==> src/hw/rtl/lgs_pkg.sv <==
// Shared types, constants and the B3/S23 rule for the life stencil block.
// No dependencies; compiled first.
`default_nettype none

package lgs_pkg;

   // Field widths of the channels and the register file
   localparam int CELL_W      = 1;
   localparam int ROW_OUT_W   = 10;
   localparam int COL_OUT_W   = 10;
   localparam int ROW_WIDTH_W = 11;
   localparam int INT_ROWS_W  = 10;
   localparam int CSR_DATA_W  = 32;
   localparam int CSR_ADDR_W  = 3;
   localparam int CSR_IDX_W   = 1;

   // Register indexes
   localparam logic [CSR_IDX_W-1:0] REG_ROW_WIDTH     = 1'd0;
   localparam logic [CSR_IDX_W-1:0] REG_INTERIOR_ROWS = 1'd1;

   // Register reset values and legal floors
   localparam int ROW_WIDTH_RST = 64;
   localparam int INT_ROWS_RST  = 64;
   localparam int MIN_WIDTH     = 3;
   localparam int MIN_INT_ROWS  = 1;

   // Default geometry limits
   localparam int MAX_COLS_DEF = 1024;
   localparam int MAX_ROWS_DEF = 1024;

   // First slab row and column at which a result becomes due
   localparam int FIRST_LIVE_ROW = 2;
   localparam int FIRST_LIVE_COL = 2;

   // Rule counts
   localparam int BIRTH_COUNT   = 3;
   localparam int SURVIVE_COUNT = 2;

   // Result queue sizing
   localparam int BURST_MAX       = 3;
   localparam int PUSH_W          = 2;
   localparam int RSP_QUEUE_DEPTH = 16;

   // Bit positions in a column of the three-row window
   localparam int TOP_BIT = 2;
   localparam int MID_BIT = 1;
   localparam int OLD_BIT = 0;

   typedef logic [2:0] col_vec_type;

   typedef struct packed {
      logic [ROW_OUT_W-1:0] out_row;
      logic [COL_OUT_W-1:0] out_col;
      logic                 cell_next;
      logic                 gen_last;
   } result_type;

   // Next state of the middle cell of three window columns
   function automatic logic life_next(input col_vec_type left, input col_vec_type center,
                                      input col_vec_type right);
      logic [3:0] alive;
      alive = 4'(left[TOP_BIT]) + 4'(left[MID_BIT]) + 4'(left[OLD_BIT])
            + 4'(center[TOP_BIT]) + 4'(center[OLD_BIT])
            + 4'(right[TOP_BIT]) + 4'(right[MID_BIT]) + 4'(right[OLD_BIT]);
      return (alive == 4'(BIRTH_COUNT)) ||
             ((alive == 4'(SURVIVE_COUNT)) && center[MID_BIT]);
   endfunction

endpackage

`default_nettype wire

==> src/hw/rtl/lgs_stream_if.sv <==
// Valid/ready channel interfaces for the life stencil block's cells and results.
// Depends on lgs_pkg.
`default_nettype none

interface lgs_req_if;
   import lgs_pkg::*;
   logic              valid;
   logic              ready;
   logic [CELL_W-1:0] cell_in;
   modport source (output valid, output cell_in, input ready);
   modport sink (input valid, input cell_in, output ready);
endinterface

interface lgs_rsp_if;
   import lgs_pkg::*;
   logic                 valid;
   logic                 ready;
   logic [ROW_OUT_W-1:0] out_row;
   logic [COL_OUT_W-1:0] out_col;
   logic                 cell_next;
   logic                 gen_last;
   modport source (output valid, output out_row, output out_col, output cell_next,
                   output gen_last, input ready);
   modport sink (input valid, input out_row, input out_col, input cell_next,
                 input gen_last, output ready);
endinterface

`default_nettype wire

==> src/hw/rtl/life_generation_stencil_top.sv <==
// Life stencil top level: one B3/S23 generation over a streamed slab of cells.
// Depends on lgs_pkg and the channel interfaces in lgs_stream_if.
//
// Cells enter on req_if one bit per transfer in raster order: a halo row,
// interior_rows interior rows, a halo row, row_width cells each, columns
// wrapping like a torus. Results leave on rsp_if as (out_row, out_col,
// cell_next, gen_last); gen_last marks the final cell of the slab.
// Each cell from column 2 of slab row 2 on yields one result for the cell
// up and to the left; the last cell of a row yields three.
// A result is registered in the input stage and then in the result queue before it is offered.
// Throughput: one cell per cycle while rsp_if keeps taking results; the
// 16-entry result queue absorbs the three-result burst at each row end, and
// req_if.ready drops, outside reset, only when the queue could not hold the
// results of the cell in flight plus a new one.
// A receiver stall fills the queue and then holds off req_if; no result is
// lost. Reset empties the queue, restores the registers to 64 x 64 and
// restarts the slab; any register write also restarts the slab.
// Registers (APB, write in setup + access, pready always high):
// 0x0 row_width, 0x4 interior_rows.
`default_nettype none

module life_generation_stencil_top #(
   parameter int MAX_COLS = lgs_pkg::MAX_COLS_DEF,
   parameter int MAX_ROWS = lgs_pkg::MAX_ROWS_DEF
) (
   input  logic                            clock,
   input  logic                            reset,
   lgs_req_if.sink                         req_if,
   lgs_rsp_if.source                       rsp_if,
   input  logic                            psel,
   input  logic                            penable,
   input  logic                            pwrite,
   input  logic [lgs_pkg::CSR_ADDR_W-1:0]  paddr,
   input  logic [lgs_pkg::CSR_DATA_W-1:0]  pwdata,
   output logic [lgs_pkg::CSR_DATA_W-1:0]  prdata,
   output logic                            pready
);
   import lgs_pkg::*;

   localparam int COL_W        = $clog2(MAX_COLS);
   localparam int WID_W        = COL_W + 1;
   localparam int ROW_W        = $clog2(MAX_ROWS);
   localparam int Q_AW         = $clog2(RSP_QUEUE_DEPTH);
   localparam int Q_CW         = Q_AW + 1;
   localparam int Q_OPEN_IDLE  = RSP_QUEUE_DEPTH - BURST_MAX;
   localparam int Q_OPEN_BUSY  = RSP_QUEUE_DEPTH - 2 * BURST_MAX;

   // ------------------------------------------------------------------
   // Register file
   // ------------------------------------------------------------------
   logic [ROW_WIDTH_W-1:0] row_width_ff;
   logic [INT_ROWS_W-1:0]  interior_rows_ff;
   logic                   cfg_wr;
   logic [CSR_IDX_W-1:0]   csr_idx;

   assign pready  = 1'b1;
   assign cfg_wr  = psel & penable & pwrite;
   assign csr_idx = paddr[CSR_ADDR_W-1 -: CSR_IDX_W];

   // Write a register on the access cycle
   always_ff @(posedge clock) begin
      if (reset) begin
         row_width_ff     <= ROW_WIDTH_W'(ROW_WIDTH_RST);
         interior_rows_ff <= INT_ROWS_W'(INT_ROWS_RST);
      end else if (cfg_wr) begin
         unique case (csr_idx)
            REG_ROW_WIDTH:     row_width_ff     <= pwdata[ROW_WIDTH_W-1:0];
            REG_INTERIOR_ROWS: interior_rows_ff <= pwdata[INT_ROWS_W-1:0];
            default: ;
         endcase
      end
   end

   // Read back
   always_comb begin
      unique case (csr_idx)
         REG_ROW_WIDTH:     prdata = CSR_DATA_W'(row_width_ff);
         REG_INTERIOR_ROWS: prdata = CSR_DATA_W'(interior_rows_ff);
         default:           prdata = '0;
      endcase
   end

   // ------------------------------------------------------------------
   // Effective geometry
   // ------------------------------------------------------------------
   logic [WID_W-1:0] eff_width;
   logic [COL_W-1:0] last_col;
   logic [ROW_W-1:0] last_row;

   // Clamp the width into its legal range
   always_comb begin
      if (row_width_ff < ROW_WIDTH_W'(MIN_WIDTH)) begin
         eff_width = WID_W'(MIN_WIDTH);
      end else if (32'(row_width_ff) > MAX_COLS) begin
         eff_width = WID_W'(MAX_COLS);
      end else begin
         eff_width = WID_W'(row_width_ff);
      end
   end
   assign last_col = COL_W'(eff_width - WID_W'(1));

   // Last slab row is the lower halo: interior rows plus one
   always_comb begin
      if (interior_rows_ff < INT_ROWS_W'(MIN_INT_ROWS)) begin
         last_row = ROW_W'(MIN_INT_ROWS + 1);
      end else if (32'(interior_rows_ff) > MAX_ROWS - 2) begin
         last_row = ROW_W'(MAX_ROWS - 1);
      end else begin
         last_row = ROW_W'(32'(interior_rows_ff) + 32'd1);
      end
   end

   // ------------------------------------------------------------------
   // Input stage: raster position and line buffer read
   // ------------------------------------------------------------------
   logic [COL_W-1:0] col_ff, col_in, cur_col;
   logic [ROW_W-1:0] row_ff, row_in, cur_row;
   logic             at_end;
   logic             req_xfer;
   logic             s1_valid_ff;
   logic [Q_CW-1:0]  q_count_ff;

   assign cur_col  = ({1'b0, col_ff} >= eff_width) ? last_col : col_ff;
   assign cur_row  = (row_ff > last_row) ? last_row : row_ff;
   assign at_end   = (cur_col == last_col);
   assign req_xfer = req_if.valid & req_if.ready;

   // Take a cell only when the queue can hold every result still owed
   always_comb begin
      if (reset) begin
         req_if.ready = 1'b0;
      end else if (s1_valid_ff) begin
         req_if.ready = (q_count_ff <= Q_CW'(Q_OPEN_BUSY));
      end else begin
         req_if.ready = (q_count_ff <= Q_CW'(Q_OPEN_IDLE));
      end
   end

   // Advance the raster position; wrap the row at its last column
   always_comb begin
      if (at_end) begin
         col_in = '0;
         row_in = (cur_row >= last_row) ? '0 : cur_row + ROW_W'(1);
      end else begin
         col_in = cur_col + COL_W'(1);
         row_in = cur_row;
      end
   end

   always_ff @(posedge clock) begin
      if (reset || cfg_wr) begin
         col_ff <= '0;
         row_ff <= '0;
      end else if (req_xfer) begin
         col_ff <= col_in;
         row_ff <= row_in;
      end
   end

   // Line buffer: per column, bit 1 holds the previous row, bit 0 the one before
   logic [1:0]       row_buf_ff [MAX_COLS];
   logic [1:0]       rd_data_ff;
   logic             s1_cell_ff;
   logic [COL_W-1:0] s1_col_ff;
   logic [ROW_W-1:0] s1_row_ff;
   logic             s1_end_ff;
   logic             s1_live_ff;
   logic             s1_last_ff;

   // Read the column on transfer; write it back shifted one row in the next cycle
   always_ff @(posedge clock) begin
      if (req_xfer) begin
         rd_data_ff <= row_buf_ff[cur_col];
      end
      if (s1_valid_ff) begin
         row_buf_ff[s1_col_ff] <= {s1_cell_ff, rd_data_ff[1]};
      end
   end

   always_ff @(posedge clock) begin
      if (reset) begin
         s1_valid_ff <= 1'b0;
      end else begin
         s1_valid_ff <= req_xfer;
      end
   end

   always_ff @(posedge clock) begin
      if (req_xfer) begin
         s1_cell_ff <= req_if.cell_in;
         s1_col_ff  <= cur_col;
         s1_row_ff  <= cur_row;
         s1_end_ff  <= at_end;
         s1_live_ff <= (cur_row >= ROW_W'(FIRST_LIVE_ROW)) &&
                       (cur_col >= COL_W'(FIRST_LIVE_COL));
         s1_last_ff <= (cur_row == last_row);
      end
   end

   // ------------------------------------------------------------------
   // Window stage: 3x3 neighborhood and rule evaluation
   // ------------------------------------------------------------------
   col_vec_type     cur_vec;
   col_vec_type     win1_ff, win2_ff, col0_ff, col1_ff;
   result_type      res [BURST_MAX];
   logic [PUSH_W-1:0] n_push;
   logic [ROW_OUT_W-1:0] res_row;

   assign cur_vec = {s1_cell_ff, rd_data_ff};

   // Shift the window; keep the first two columns for the wrap at row end
   always_ff @(posedge clock) begin
      if (s1_valid_ff) begin
         win1_ff <= cur_vec;
         win2_ff <= win1_ff;
         if (s1_col_ff == COL_W'(0)) begin
            col0_ff <= cur_vec;
         end
         if (s1_col_ff == COL_W'(1)) begin
            col1_ff <= cur_vec;
         end
      end
   end

   assign res_row = ROW_OUT_W'(s1_row_ff - ROW_W'(FIRST_LIVE_ROW));

   // Cell left of the arrival, then last column and column zero at row end
   always_comb begin
      res[0].out_row   = res_row;
      res[0].out_col   = COL_OUT_W'(s1_col_ff - COL_W'(1));
      res[0].cell_next = life_next(win2_ff, win1_ff, cur_vec);
      res[0].gen_last  = 1'b0;
      res[1].out_row   = res_row;
      res[1].out_col   = COL_OUT_W'(s1_col_ff);
      res[1].cell_next = life_next(win1_ff, cur_vec, col0_ff);
      res[1].gen_last  = 1'b0;
      res[2].out_row   = res_row;
      res[2].out_col   = '0;
      res[2].cell_next = life_next(cur_vec, col0_ff, col1_ff);
      res[2].gen_last  = s1_last_ff;
   end

   always_comb begin
      if (s1_valid_ff && s1_live_ff) begin
         n_push = s1_end_ff ? PUSH_W'(BURST_MAX) : PUSH_W'(1);
      end else begin
         n_push = '0;
      end
   end

   // ------------------------------------------------------------------
   // Result queue
   // ------------------------------------------------------------------
   result_type      rsp_q_ff [RSP_QUEUE_DEPTH];
   result_type      head;
   logic [Q_AW-1:0] wr_ptr_ff, rd_ptr_ff;
   logic            rsp_xfer;

   assign rsp_xfer = rsp_if.valid & rsp_if.ready;

   // Push up to three results into consecutive slots
   always_ff @(posedge clock) begin
      for (int k = 0; k < BURST_MAX; k++) begin
         if (PUSH_W'(k) < n_push) begin
            rsp_q_ff[wr_ptr_ff + Q_AW'(k)] <= res[k];
         end
      end
   end

   always_ff @(posedge clock) begin
      if (reset) begin
         wr_ptr_ff  <= '0;
         rd_ptr_ff  <= '0;
         q_count_ff <= '0;
      end else begin
         wr_ptr_ff  <= wr_ptr_ff + Q_AW'(n_push);
         rd_ptr_ff  <= rd_ptr_ff + Q_AW'(rsp_xfer);
         q_count_ff <= q_count_ff + Q_CW'(n_push) - Q_CW'(rsp_xfer);
      end
   end

   // Offer the head of the queue
   assign head             = rsp_q_ff[rd_ptr_ff];
   assign rsp_if.valid     = (q_count_ff != '0);
   assign rsp_if.out_row   = head.out_row;
   assign rsp_if.out_col   = head.out_col;
   assign rsp_if.cell_next = head.cell_next;
   assign rsp_if.gen_last  = head.gen_last;

endmodule

`default_nettype wire

==> src/flat_wrapper.sv <==
// flat-port wrapper written by rule: the top's interface ports become plain ports
module life_generation_stencil_top_flat import lgs_pkg::*;
#(
   parameter int MAX_COLS = lgs_pkg::MAX_COLS_DEF,
   parameter int MAX_ROWS = lgs_pkg::MAX_ROWS_DEF
)
  (clock, reset, psel, penable, pwrite, paddr, pwdata, prdata, pready, req_if_valid, req_if_cell_in, req_if_ready, rsp_if_valid, rsp_if_out_row, rsp_if_out_col, rsp_if_cell_next, rsp_if_gen_last, rsp_if_ready);
  lgs_req_if req_if_i ();
  lgs_rsp_if rsp_if_i ();
  input  logic clock;
  input  logic reset;
  input  logic psel;
  input  logic penable;
  input  logic pwrite;
  input  logic [lgs_pkg::CSR_ADDR_W-1:0] paddr;
  input  logic [lgs_pkg::CSR_DATA_W-1:0] pwdata;
  output logic [lgs_pkg::CSR_DATA_W-1:0] prdata;
  output logic pready;
  input wire logic [$bits(req_if_i.valid)-1:0] req_if_valid;
  input wire logic [$bits(req_if_i.cell_in)-1:0] req_if_cell_in;
  output wire logic [$bits(req_if_i.ready)-1:0] req_if_ready;
  output wire logic [$bits(rsp_if_i.valid)-1:0] rsp_if_valid;
  output wire logic [$bits(rsp_if_i.out_row)-1:0] rsp_if_out_row;
  output wire logic [$bits(rsp_if_i.out_col)-1:0] rsp_if_out_col;
  output wire logic [$bits(rsp_if_i.cell_next)-1:0] rsp_if_cell_next;
  output wire logic [$bits(rsp_if_i.gen_last)-1:0] rsp_if_gen_last;
  input wire logic [$bits(rsp_if_i.ready)-1:0] rsp_if_ready;
  assign req_if_i.valid = req_if_valid;
  assign req_if_i.cell_in = req_if_cell_in;
  assign req_if_ready = req_if_i.ready;
  assign rsp_if_valid = rsp_if_i.valid;
  assign rsp_if_out_row = rsp_if_i.out_row;
  assign rsp_if_out_col = rsp_if_i.out_col;
  assign rsp_if_cell_next = rsp_if_i.cell_next;
  assign rsp_if_gen_last = rsp_if_i.gen_last;
  assign rsp_if_i.ready = rsp_if_ready;
  life_generation_stencil_top #(.MAX_COLS(MAX_COLS), .MAX_ROWS(MAX_ROWS)) u_core (.clock(clock), .reset(reset), .req_if(req_if_i), .rsp_if(rsp_if_i), .psel(psel), .penable(penable), .pwrite(pwrite), .paddr(paddr), .pwdata(pwdata), .prdata(prdata), .pready(pready));
endmodule
==> config.mk <==
export PLATFORM = sky130hd
export DESIGN_NAME = life_generation_stencil_top_flat
export DESIGN_NICKNAME = d
export VERILOG_FILES = /design/src/hw/rtl/lgs_pkg.sv /design/src/hw/rtl/lgs_stream_if.sv /design/src/hw/rtl/life_generation_stencil_top.sv /design/src/flat_wrapper.sv
export SDC_FILE = /design/constraint.sdc
export NUM_CORES = 2
export LEC_CHECK = 0
export ABC_AREA = 0
export BUFFER_PORTS_ARGS = -buffer_cell sky130_fd_sc_hd__buf_2
export CAP_MARGIN = 15
export CORE_MARGIN = 2
export CORE_UTILIZATION = 57
export DETAILED_ROUTE_END_ITERATION = 7
export GPL_TIMING_DRIVEN = 1
export PLACE_DENSITY = 0.76
export SYNTH_ARGS = -nofsm -noshare
export SYNTH_HDL_FRONTEND = slang
export SYNTH_SLANG_ARGS = --single-unit
==> constraint.sdc <==
create_clock -name clock -period 17.5 [get_ports clock]
set_clock_uncertainty 0.15 [all_clocks]
set_input_delay 0.875 -clock clock [delete_from_list [all_inputs] [get_ports clock]]
set_output_delay 0.875 -clock clock [all_outputs]
set_load 0.1 [all_outputs]
# Yosys cells after proc, flatten, opt, wreduce, memory -nomap -nowiden
# Memories as Yosys holds them, arrays and structs flattened. A register that Yosys moved wholly into a read port is not among the register bits.
# Cells that the tools add are included.
[totals] ramBits=2400 mem_count=2 rom_bits=0 register_bits=91 out_inout_bits=57 in_bits=43 latchBits=0 elab_cells=119
[classes] n_bitwise=5 n_mux=23 mul=0 add_sub_neg=33 shifts=0 eq_ne=9 magnitude_cmp=14 n_div=0 n_reduce_logical=15
[mem_list] memory="u_core.row_buf_ff" depth=1024 word_bits=2 read_ports=1 rd_ports_with_merged_regs=1 wr=1 line="life_generation_stencil_top.sv:161" text="logic [1:0] row_buf_ff [MAX_COLS];"
[mem_list] memory="u_core.rsp_q_ff" depth=16 word_bits=22 read_ports=1 rd_ports_with_merged_regs=1 wr=3 line="life_generation_stencil_top.sv:254" text="result_type rsp_q_ff [RSP_QUEUE_DEPTH];"
[ops] op="adder 4 x 1 -> 4 bit" count=19
[ops] op="two-way mux 10 bit" count=7
[ops] op="one-hot mux 32 bit (2 select lines)" count=1
[ops] op="adder 10 x 1 -> 10 bit (second input constant)" count=3
[ops] op="== test 4 x 2 -> 1 bit (second input constant)" count=6
[ops] op="two-way mux 11 bit" count=2
[ops] op="== test 10 bit" count=2
[ops] op="greater-or-equal comparator 10 x 2 -> 1 bit (second input constant)" count=2
[ops] op="subtractor 10 x 1 -> 10 bit (second input constant)" count=2
[ops] op="greater-or-equal comparator 10 x 11 -> 1 bit" count=1
[ops] op="greater-than comparator 11 bit (second input constant)" count=1
[ops] op="< comparator 11 x 2 -> 1 bit (second input constant)" count=1
[ops] op="== test 10 x 1 -> 1 bit (second input constant)" count=1
[ops] op="greater-or-equal comparator 10 bit" count=1
[ops] op="greater-than comparator 10 bit" count=1
[ops] op="greater-than comparator 10 bit (second input constant)" count=1
[ops] op="<= comparator 5 x 4 -> 1 bit (second input constant)" count=2
[ops] op="logical NOT 10 bit" count=1
[ops] op="< comparator 10 x 1 -> 1 bit (second input constant)" count=1
[ops] op="two-way mux 1 bit" count=10
[ops] op="subtractor 10 x 2 -> 10 bit (second input constant)" count=1
[ops] op="AND reduction 2 bit" count=4
[ops] op="adder 1 x 1 -> 2 bit" count=3
[ops] op="adder 5 x 2 -> 5 bit" count=1
[ops] op="other kinds (13)" count=25

# Logic depth before layout (Yosys ltp)
[logic_depth] ltp_word=10 mapped_depth=26 ltp_nobuf=23

# Worst setup path before layout
# No wires, ideal clock.
[synth_path] kind="reg-to-reg" startpoint="register u_core.rd_data_ff[1] (read register of u_core.row_buf_ff)" endpoint="memory u_core.rsp_q_ff[12][1] (netlist name), data pin" arrival_ns=16.557 path_buffers=2 setup_ns=0.146 required_time_ns=17.204 path_stages_with_launch=13 slack_ns=0.647 period_less_slack_ns=16.853 cell_sequence="edfxtp_1 ha_1 inv_1 fa_1 fa_1 inv_1 fa_1 inv_1 fa_1 or3_1 buf_1 clkbuf_1 a21oi_1"
[synth_rtl] element="start: declaration" line="life_generation_stencil_top.sv:162" text="logic [1:0] rd_data_ff;"
[synth_rtl] element="end: declaration" line="life_generation_stencil_top.sv:254"

# Worst setup path after layout
[layout_path] startpoint="register u_core.row_width_ff[6]" endpoint="register u_core.rd_data_ff[1] (read register of u_core.row_buf_ff), data pin"
[layout_between] elab_chain_cells=5 word_cells_on_any_way=7 classes_between="add/sub: 1; order compare: 3; mux: 3"
[layout_lines] element="start: declaration" line="life_generation_stencil_top.sv:51" text="logic [ROW_WIDTH_W-1:0] row_width_ff;"
[layout_lines] element="start signal: assignment" line="life_generation_stencil_top.sv:63" text="row_width_ff <= ROW_WIDTH_W'(ROW_WIDTH_RST);"
[layout_lines] element="start signal: assignment" line="life_generation_stencil_top.sv:67" text="REG_ROW_WIDTH: row_width_ff <= pwdata[ROW_WIDTH_W-1:0];"
[layout_lines] element="greater-than comparator 11 bit" line="life_generation_stencil_top.sv:94" text="end else if (32'(row_width_ff) > MAX_COLS) begin"
[layout_lines] element="two-way mux 11 bit" line="life_generation_stencil_top.sv:94"
[layout_lines] element="two-way mux 11 bit (*)" line="life_generation_stencil_top.sv:92" text="if (row_width_ff < ROW_WIDTH_W'(MIN_WIDTH)) begin"
[layout_lines] element="subtractor 10 x 1 -> 10 bit / greater-or-equal comparator 10 x 11 -> 1 bit (equally long branches)" line="life_generation_stencil_top.sv:100, life_generation_stencil_top.sv:123"
[layout_lines] element="two-way mux 10 bit (*)" line="life_generation_stencil_top.sv:123" text="assign cur_col = ({1'b0, col_ff} >= eff_width) ? last_col : col_ff;"
# Every way passes the cells marked *; elsewhere a longest branch is shown, timed or not.
# A chain may end at the register's enable or synchronous reset.

==> impl_metrics.tcl <==
set metrics [dict create \
    timing.rr.end "u_core.rd_data_ff[1]" \
    start_util 0.573 \
    slew_viol_final 0 \
    drive_above_1_share 0.0866 \
    num_vias 79200 \
    min_path_type "in -> reg" \
    grt_pass1_vias 75600 \
    critPathCapture "u_core.rd_data_ff[1]" \
    wl_mm 328 \
    dr.pass1.iters 7 \
    htreeDepth 4 \
    cts-root-buf "clkbuf_16" \
    ys_seq_area_frac 0.667 \
    cp-start-kind "register" \
    rsz0062_at_grt "false" \
    hpwl_mm 182 \
    r2r-start "u_core.row_width_ff[6]" \
    grt_overflow 0 \
    placed_cells 11700 \
    cts.path.max_buffers 3 \
    worstRegToRegCells 20 \
    period_needed_ns 7.90 \
    synth_area_per_cell_um2 11.3 \
    wl_per_cell_um 27.1 \
    areaGrowthSynthToFinish_pct 9.05 \
    drc 0 \
    power_leakage_nw 39.8 \
    io_pins 100 \
    cts_inserted_buffers 235 \
    crit_required_ns 18.08 \
    post_cts_buffers 0 \
    grt_pass1_wl_mm 474 \
    timing.setup.tns_ns 0 \
    finalInstanceArea_um2 119000 \
    syn_inst 9643 \
    die_area_um2 195000 \
    clock_insertion_delay_worst_skew_ns 0.91 \
    final_cells 12100 \
    finalHoldWorstSlack_ns 0.108 \
    synthFlopType "edfxtp_1" \
    grt_antenna_before_repair 20 \
    final_nets 9532 \
    vdd_ir_drop_max_v 0.0000984 \
    die_y_um 441 \
    clock.fmax_ghz 0.127 \
    swShare 0.286 \
    slew-limit-headroom 0.0477 \
    power.internal_w 0.0101 \
    cts_sinks 2493 \
    ant_nets 0 \
    worstMarginPinSlew_ns 1.42 \
    cp-end-kind "register" \
    hold_violations 0 \
    sequentialPowerShare 0.479 \
    powerDensity_nw_per_um2 119 \
    num_rows 160 \
    final.period_utilization 0.451 \
    grtUsageTotal 0.329 \
    report.final.setup_viol 0 \
    core_area_um2 190000 \
    synth-edff-count 2278 \
    worst_ep_arrival_time_ns 8.48 \
    pwr-share-comb 0.167 \
    cp-startpoint "u_core.row_width_ff[6]" \
    pwr-share-clk 0.354 \
    grt_max_degree 260 \
    gp_congestion 0.932 \
    cts.clk_slew.worst_paths_ns 0.06 \
    power.switching_w 0.00405 \
    path_max_fanout 167 \
    regToRegSetupSlack_ns 9.60 \
    vias_per_cell 6.53 \
    drv_cap 0 \
    fp.dieW_um 441 \
    cts_tree "done" \
    outcome "complete, no violations" \
    synth_area_um2 109000 \
    first_iter_violations 13400 \
    ys_types 87 \
    synthArstFlopShare 0 \
    placed_area_um2 111000 \
    portBuffers 54 \
    ys_ff_latch 2493 \
    crit_type "reg -> reg" \
    yosys_warnings 0 \
    power.total_w 0.0141 \
]
==> final cells by class <==
| type | instances | area [um^2] |
|---|---|---|
| inverter | 94 | 385 |
| sequential | 2493 | 72700 |
| antenna | 10 | 25.0 |
| clock inverter | 130 | 1210 |
| tap | 2511 | 3140 |
| fill | 14200 | 71300 |
| clock buffer | 303 | 6270 |
| timing repair buffer | 287 | 2540 |
| multi-input combinational | 6296 | 32600 |
==> critical path: stages (launching register included) <==
cell,delay [ns]
dfxtp_1,0.42
or4_1,0.61
nor2_1,0.10
o21ai_0,0.14
ha_1,0.33
nand2_1,0.04
o21ai_1,0.31
a21oi_1,0.17
mux2_8,0.58
inv_8,0.69
buf_12,0.59
buf_4,0.67
nand2_1,0.10
and3_1,0.20
a311oi_1,0.34
nor3_1,0.08
o311ai_0,1.01
or4_1,0.25
a21oi_1,0.17
a211o_1,0.37
o22ai_1,0.17
==> worst min-delay path by stage <==
stage	to	slack, ns	cells past startpoint	start
3_3_place_gp	u_core.rsp_q_ff[4][11]	0.29	2	u_core.rsp_q_ff[4][11]
2_1_floorplan	u_core.rsp_q_ff[10][10]	0.28	2	u_core.rsp_q_ff[10][10]
3_5_place_dp	u_core.rsp_q_ff[6][7]	0.30	2	u_core.rsp_q_ff[6][7]
6_report	u_core.row_width_ff[6]	0.11	3	pwdata[6]
4_1_cts	u_core.row_width_ff[5]	0.07	3	pwdata[5]
5_1_grt	u_core.interior_rows_ff[1]	0.09	3	pwdata[1]
==> per-stage QoR <==
step	util	worst slack, ns
2_1_floorplan	-	0.647
3_3_place_gp	0.583	9.94
3_5_place_dp	0.583	9.92
4_1_cts	0.622	9.94
5_1_grt	0.625	9.48
6_report	0.625	9.60
==> metal layers <==
layer	routed length, um	global-route usage	vias up
met5	375	0.00831	-
met4	22500	0.206	25
met3	46900	0.0898	1286
met2	148000	0.503	5859
met1	111000	0.419	38100
li1	-	-	34000
==> state kept, by name (all words and copies together) (netlist names), 4 cells and up <==
register	count
u_core.col_ff	10
u_core.interior_rows_ff	10
u_core.q_count_ff	5
u_core.rd_ptr_ff	4
u_core.row_buf_ff	2048
u_core.row_ff	10
u_core.row_width_ff	11
u_core.rsp_q_ff	352
u_core.s1_col_ff	10
u_core.s1_row_ff	10
u_core.wr_ptr_ff	4
==> cells by family (layout without fill, tap and decap cells) <==
| logic type | count (synthesis) | count (layout) | share of synthesized area |
|---|---|---|---|
| AND/OR/NAND/NOR | 4960 | 4960 | 0.191 |
| flip-flops | 2493 | 2493 | 0.667 |
| AO/OA/AOI/OAI | 1005 | 1005 | 0.0615 |
| buffers and inverters | 874 | 814 | 0.0368 |
| multiplexers | 173 | 173 | 0.0289 |
| adder cells (fa/ha/maj) | 82 | 82 | 0.0104 |
| XOR/XNOR | 54 | 54 | 0.00434 |
| other | 2 | 32 | 0.0000689 |
==> layout by cell type, fill, tap and decap left out, types with 57 or more instances in the layout <==
master | synthesis | routed
edfxtp_1 | 2278 | 2278
nand2_1 | 2293 | 2270
nor2_1 | 1331 | 1322
nand3_1 | 908 | 900
a21oi_1 | 287 | 287
clkbuf_16 | 0 | 237
dfxtp_1 | 215 | 212
buf_4 | 86 | 196
and3_1 | 161 | 161
a311oi_1 | 147 | 147
a31oi_1 | 117 | 117
mux4_2 | 112 | 112
o21ai_0 | 122 | 110
a22oi_1 | 91 | 91
inv_1 | 89 | 89
ha_1 | 68 | 68
nor3_1 | 67 | 66
clkbuf_1 | 369 | 57
==> synthesized netlist by cell type (all sizes together) (24+ instances only) <==
cell type | n | area, um^2
and3 | 161 | 1010
a31oi | 117 | 732
a311oi | 147 | 1290
mux2i | 46 | 460
a221oi | 35 | 307
buf | 411 | 2270
nand4 | 50 | 313
xnor2 | 25 | 219
dfxtp | 215 | 4300
and2 | 24 | 153
nand3 | 908 | 4540
a32oi | 25 | 219
mux4 | 112 | 2520
nor4 | 30 | 218
nor2 | 1335 | 5020
a22oi | 91 | 683
edfxtp | 2278 | 68400
a211oi | 56 | 425
inv | 92 | 345
xor2 | 29 | 254
o21ai | 124 | 621
nand2 | 2294 | 8610
a21oi | 289 | 1460
clkbuf | 369 | 1390
nor3 | 68 | 345
ha | 68 | 851
==> what timing repair did <==
item	4_1_cts	5_1_grt
gates resized for setup	0	0
hold buffers	1	0
endpoints found under the hold margin	1	0
==> power groups by stage <==
stage | clock network, W | logic [W] | registers [W]
6_report | 0.00501 | 0.00236 | 0.00677
5_1_grt | 0.00522 | 0.00249 | 0.00677
4_1_cts | 0.00500 | 0.00229 | 0.00677
3_5_place_dp | 0 | 0.00228 | 0.00689
3_3_place_gp | 0 | 0.00223 | 0.00689
2_1_floorplan | 0 | 0.00157 | 0.00711
No activity file was read; power rests on OpenSTA's default activity.
